==> src/hpe_pkg.sv <==
// Package for the Horner polynomial evaluator: widths, register indexes,
// Q16.16 limits and the control struct passed between pipeline steps.
// No dependencies.
package hpe_pkg;

  localparam int unsigned QW            = 32;  // Q16.16 word
  localparam int unsigned FracW         = 16;
  localparam int unsigned ProdW         = 2 * QW;
  localparam int unsigned NumCoefs      = 7;
  localparam int unsigned DegW          = 3;
  localparam int unsigned CfgIdxW       = 3;
  localparam int unsigned MaxDegreeDflt = 6;

  // register indexes on the configuration port
  localparam logic [CfgIdxW-1:0] RegDegree = 3'd0;
  localparam logic [CfgIdxW-1:0] RegCoef0  = 3'd1;

  localparam logic signed [QW-1:0]    QMax  = 32'sh7fff_ffff;
  localparam logic signed [QW-1:0]    QMin  = -32'sh7fff_ffff - 32'sd1;
  localparam logic signed [ProdW-1:0] RndHalf = 64'sd32768;

  typedef struct packed {
    logic valid;
    logic ovf;
  } hpe_ctl_t;

endpackage

==> src/hpe_step.sv <==
// One Horner step in two register stages: multiply, then round, saturate,
// add coefficient and saturate again. Depends on hpe_pkg.
module hpe_step (
  input  logic                             clk_i,
  input  logic                             rst_ni,
  input  logic                             en_i,
  input  hpe_pkg::hpe_ctl_t                ctl_i,
  input  logic signed [hpe_pkg::QW-1:0]    acc_i,
  input  logic signed [hpe_pkg::QW-1:0]    x_i,
  input  logic signed [hpe_pkg::QW-1:0]    coef_i,
  output hpe_pkg::hpe_ctl_t                ctl_o,
  output logic signed [hpe_pkg::QW-1:0]    acc_o,
  output logic signed [hpe_pkg::QW-1:0]    x_o
);
  import hpe_pkg::*;

  localparam int unsigned RndW = ProdW - FracW;

  // multiply stage
  hpe_ctl_t                ctl_m_q;
  logic signed [ProdW-1:0] prod_q;
  logic signed [QW-1:0]    x_m_q;

  // round / add stage
  hpe_ctl_t                ctl_q;
  logic signed [QW-1:0]    acc_q;
  logic signed [QW-1:0]    x_q;

  logic signed [ProdW-1:0] rnd;
  logic signed [RndW-1:0]  rnd_sh;
  logic                    prod_ovf;
  logic signed [QW-1:0]    prod_sat;
  logic signed [QW:0]      sum;
  logic                    sum_ovf;
  logic signed [QW-1:0]    acc_d;

  always_ff @(posedge clk_i or negedge rst_ni) begin
    if (!rst_ni) begin
      ctl_m_q <= '0;
      ctl_q   <= '0;
    end else if (en_i) begin
      ctl_m_q <= ctl_i;
      ctl_q   <= '{valid: ctl_m_q.valid, ovf: ctl_m_q.ovf | prod_ovf | sum_ovf};
    end
  end

  always_ff @(posedge clk_i) begin
    if (en_i) begin
      prod_q <= ProdW'(acc_i) * ProdW'(x_i);
      x_m_q  <= x_i;
      acc_q  <= acc_d;
      x_q    <= x_m_q;
    end
  end

  // round to nearest, ties up: add half an LSB, floor shift
  always_comb begin
    rnd      = prod_q + RndHalf;
    rnd_sh   = rnd[ProdW-1:FracW];
    prod_ovf = !((&rnd_sh[RndW-1:QW-1]) || !(|rnd_sh[RndW-1:QW-1]));
    if (prod_ovf) begin
      prod_sat = rnd_sh[RndW-1] ? QMin : QMax;
    end else begin
      prod_sat = rnd_sh[QW-1:0];
    end
    sum     = {prod_sat[QW-1], prod_sat} + {coef_i[QW-1], coef_i};
    sum_ovf = sum[QW] ^ sum[QW-1];
    if (sum_ovf) begin
      acc_d = sum[QW] ? QMin : QMax;
    end else begin
      acc_d = sum[QW-1:0];
    end
  end

  assign ctl_o = ctl_q;
  assign acc_o = acc_q;
  assign x_o   = x_q;

endmodule

==> config.mk <==
export PLATFORM = sky130hd
export DESIGN_NAME = hpe_step
export DESIGN_NICKNAME = d
export VERILOG_FILES = /design/src/hpe_pkg.sv /design/src/hpe_step.sv
export SDC_FILE = /design/constraint.sdc
export NUM_CORES = 2
export LEC_CHECK = 0
export CAP_MARGIN = 20
export CORE_MARGIN = 8
export CORE_UTILIZATION = 41
export DETAILED_ROUTE_END_ITERATION = 8
export DONT_BUFFER_PORTS = 1
export MAX_ROUTING_LAYER = met4
export PLACE_DENSITY_LB_ADDON = 0.2
export SETUP_SLACK_MARGIN = 0.15
export SYNTH_ARGS = -nofsm -noshare
export SYNTH_HDL_FRONTEND = slang
export SYNTH_SLANG_ARGS = --single-unit
==> constraint.sdc <==
create_clock -name clk_i -period 7.1 [get_ports clk_i]
set_input_delay 0.71 -clock clk_i [delete_from_list [all_inputs] [get_ports clk_i]]
set_output_delay 0.71 -clock clk_i [all_outputs]
set_load 0.01 [all_outputs]
==> reports/metrics.json <==
{
  "synth.area.top_cells": {"value": "fa_1 50%, edfxtp_1 10%, inv_1 8.3%"},
  "post_synth_instance_area": {"value": 43480, "unit": "µm²"},
  "first_global_vias": {"value": 33610},
  "n_fill_cell": {"value": 10050},
  "cts_max_level": {"value": 4},
  "critPathCaptureType": {"value": "register"},
  "count_of_buffers_from_port_buffering": {"value": 0},
  "cell_count_after_placement": {"value": 5814},
  "yosysTopAreaCell": {"value": "fa_1"},
  "firstDrtPassIters": {"value": 5},
  "r2r_cells": {"value": 23},
  "grtUsageMet3": {"value": 0.02589},
  "yosysMostFrequentCell": {"value": "fa_1"},
  "grt_util_met1": {"value": 0.2708},
  "number_of_failing_hold_endpoints_at_the_final_stage": {"value": 0},
  "total_number_of_vias": {"value": 29700},
  "synth_top_cell_area_share": {"value": 0.4982},
  "status": {"value": "finished, final reports clean"},
  "synthSimpleGateAreaFrac": {"value": 0.1547},
  "placeableCoreArea": {"value": 105300, "unit": "µm²"},
  "antenna_left": {"value": 0},
  "io_pins": {"value": 167},
  "cp.arrival": {"value": 7.27, "unit": "ns"},
  "crit_path_max_fanout": {"value": 33},
  "via_per_inst": {"value": 5.062},
  "die_w": {"value": 341.7, "unit": "µm"},
  "max_freq": {"value": 143.9, "unit": "MHz"},
  "clk_pin_slew": {"value": 0.10, "unit": "ns"},
  "met2_track_demand_over_resource": {"value": 0.3710},
  "mux_share_of_post_synthesis_cell_area": {"value": 0.001957},
  "die_area": {"value": 116700, "unit": "µm²"},
  "grt_max_degree": {"value": 152},
  "synth-seq-cells": {"value": 149},
  "layoutNonFillerInstCount": {"value": 5868},
  "timing.critical_path.cells": {"value": "nand2_1, fa_1, inv_1, fa_1, fa_1, inv_1, fa_1, inv_1, fa_1, fa_1, fa_1, fa_1, ha_4, a21o_1, a31o_2, a21oi_1, o21ai_0, a22oi_1, buf_4, a21o_1, a31oi_4, or4_4, o311ai_2"},
  "grt_first_pass_wirelength": {"value": 191500, "unit": "µm"},
  "synth.yosys.seq_area_share": {"value": 0.1024},
  "fp.dieH": {"value": 341.7, "unit": "µm"},
  "post_synth.cell_area_avg": {"value": 9.824, "unit": "µm²"},
  "share_of_post_route_cells_with_drive_strength_above_1": {"value": 0.09591},
  "hold_slack": {"value": 0.2863, "unit": "ns"},
  "crit_top_cell": {"value": "fa_1"},
  "synth_top_cells_by_count": {"value": "1,082 x fa_1, 965 x inv_1, 540 x nand2_1"},
  "clock-skew-final": {"value": 0.02736, "unit": "ns"},
  "crit_path_top_delay_cell": {"value": "fa_1"},
  "clockBufferDepth": {"value": 2},
  "hp-class": {"value": "in2reg"},
  "ff2ff_setup_slack": {"value": 0.59, "unit": "ns"},
  "r2r_end": {"value": "acc_o[24]$_DFFE_PP_"},
  "crit_path_max_incr_delay": {"value": 0.66, "unit": "ns"},
  "critPathLaunchType": {"value": "input port"},
  "cp.required": {"value": 7.42, "unit": "ns"},
  "overflow": {"value": 0},
  "synthToLayoutAreaGrowth": {"value": 9.177, "unit": "%"},
  "worst_hold_depth": {"value": 0},
  "placement.setup.worst_slack": {"value": -0.4563, "unit": "ns"},
  "place.gp.congestion": {"value": 0.8722},
  "postSynthNetCount": {"value": 5822},
  "max-cap-violations": {"value": 0},
  "final_core_utilization": {"value": 0.4509},
  "ys_types": {"value": 77},
  "clock_tree.root_cell": {"value": "clkbuf_16"},
  "dr.first_iter.drc_count": {"value": 1483},
  "synth-compound-area-share": {"value": 0.05088},
  "setup_ws": {"value": 0.1499, "unit": "ns"},
  "grt_setup_unrepaired": {"value": "true"},
  "num-nets-final": {"value": 5856},
  "synth_top_family_by_area": {"value": "adder cells"},
  "synth-main-ff-cell": {"value": "edfxtp_1"},
  "post-route-drc-count": {"value": 0},
  "setup_violators_final": {"value": 0},
  "worst_hold_path.endpoint": {"value": "x_m_q[19]$_DFFE_PP_"},
  "min-delay-start": {"value": "x_i[19]"},
  "tritoncts": {"value": "built"},
  "max_slew_margin": {"value": 0.5318},
  "path_class": {"value": "in2reg"},
  "synth_async_sr_flop_share": {"value": 0.02685},
  "cts.sink_count": {"value": 149},
  "start_util": {"value": 0.4130},
  "xor_xnor_fraction_of_synth_area": {"value": 0.02478},
  "min_period": {"value": 6.950, "unit": "ns"},
  "ys.warnings.count": {"value": 0},
  "synthesis.instances": {"value": 4426},
  "grt_most_used_layer": {"value": "met2"},
  "final_critical_path_share_of_the_clock_period": {"value": 0.9789},
  "synth-edff-count": {"value": 145},
  "grt_util_all_layers": {"value": 0.2149},
  "drt-total-wl": {"value": 116800, "unit": "µm"},
  "dp_hpwl": {"value": 95520, "unit": "µm"},
  "row_count": {"value": 119},
  "cts_inserted_buffers": {"value": 17},
  "antenna_found_initial": {"value": 5},
  "wl_per_cell": {"value": 19.90, "unit": "µm"},
  "tightest_slew": {"value": 0.7011, "unit": "ns"},
  "yosys.area_share.adder": {"value": 0.5616},
  "worst_r2r_startpoint": {"value": "prod_q[40]$_DFFE_PP_"},
  "drv_slew": {"value": 0},
  "clock_latency_of_the_later_clocked_register_in_the_worst_skew_pair": {"value": 0.51, "unit": "ns"}
}
## per-stage QoR
| step | setup TNS, ns | cell area [µm²] |
|---|---|---|
| after floorplan | -3.108 | 43980 |
| after global placement | -7.220 | 46360 |
| after detailed placement | -8.401 | 46360 |
| after CTS | 0 | 46990 |
| after global routing | -0.02614 | 47460 |
| final | 0 | 47470 |
## how the worst max path moves through the flow
stage | slack (ns) | startpoint | endpoint | cells past startpoint
final | 0.15 | x_i[8] | prod_q[61]$_DFFE_PP_ | 23
after global routing | -0.03 | x_i[3] | prod_q[61]$_DFFE_PP_ | 24
after CTS | 0.17 | acc_i[16] | prod_q[61]$_DFFE_PP_ | 22
after detailed placement | -0.46 | x_i[4] | prod_q[61]$_DFFE_PP_ | 20
after global placement | -0.39 | x_i[4] | prod_q[61]$_DFFE_PP_ | 20
after floorplan | -0.45 | acc_i[31] | prod_q[61]$_DFFE_PP_ | 24
## cells in the final DEF (no fill, tap or decap), types with 5 or more instances in the layout
cell	n
a211o_1	7
a21o_1	47
a21oi_1	89
a21oi_2	35
a31oi_1	6
and2_1	515
and2_4	8
and3_1	21
and4_1	5
buf_4	233
clkbuf_16	17
clkinv_8	5
edfxtp_1	145
fa_1	1065
fa_2	17
ha_1	191
ha_4	21
inv_1	951
inv_2	12
maj3_1	9
nand2_1	536
nand2b_1	21
nand3_1	30
nand4_1	29
nor2_1	80
nor2b_1	9
nor3_1	12
nor4_1	6
o21a_1	11
o21ai_0	49
o21ai_1	10
o21bai_1	12
or3_1	6
xnor2_1	72
xor2_1	50
## repair_timing
action                     CTS  global route
setup endpoints to repair    6            54
hold endpoints to repair     4             0
hold buffers                 1             0
gates resized for setup      2            69
buffers inserted             0            17
pin swaps                    1            34
## state kept, by name, indices dropped and copies added (netlist names)
signal   flops
prod_q      49
acc_o       32
x_m_q       32
x_o         32
ctl_m_q      2
ctl_o        2
## worst max-delay path, delay by kind of cell
| family | cells | cell delay, ns |
|---|---|---|
| adders and majority gates | 9 | 4.35 |
| and+or+nand+nor | 2 | 0.52 |
| AOI/OAI and AO/OA | 8 | 1.31 |
| buffers and inverters | 4 | 0.31 |
## layer usage
| metal | vias up | wire length (µm) |
|---|---|---|
| met5 | - | 0 |
| met4 | 0 | 2437 |
| met3 | 122 | 4755 |
| met2 | 620 | 59280 |
| met1 | 15720 | 50320 |
| li1 | 13240 | - |
## cell families after synthesis
| family | Yosys count |
|---|---|
| compound gates | 337 |
| xor+xnor | 123 |
| fa+ha+maj | 1304 |
| buf+inv | 1189 |
| flops | 149 |
| mux | 8 |
| simple gates | 1316 |
## cell type report
type	count	area, µm²	area share
Timing Repair Buffer	239	1851	0.03898
Tap cell	1391	1740	0.03666
Clock buffer	17	425.4	0.008962
Clock inverter	15	182.7	0.003848
Multi-Input combinational cell	3088	35180	0.7410
Inverter	965	3630	0.07646
Sequential cell	149	4454	0.09383
Antenna cell	4	10.01	0.0002109
Power is not shown: default switching activity piles up to over one toggle a cycle in this logic, so the estimate is an artifact.
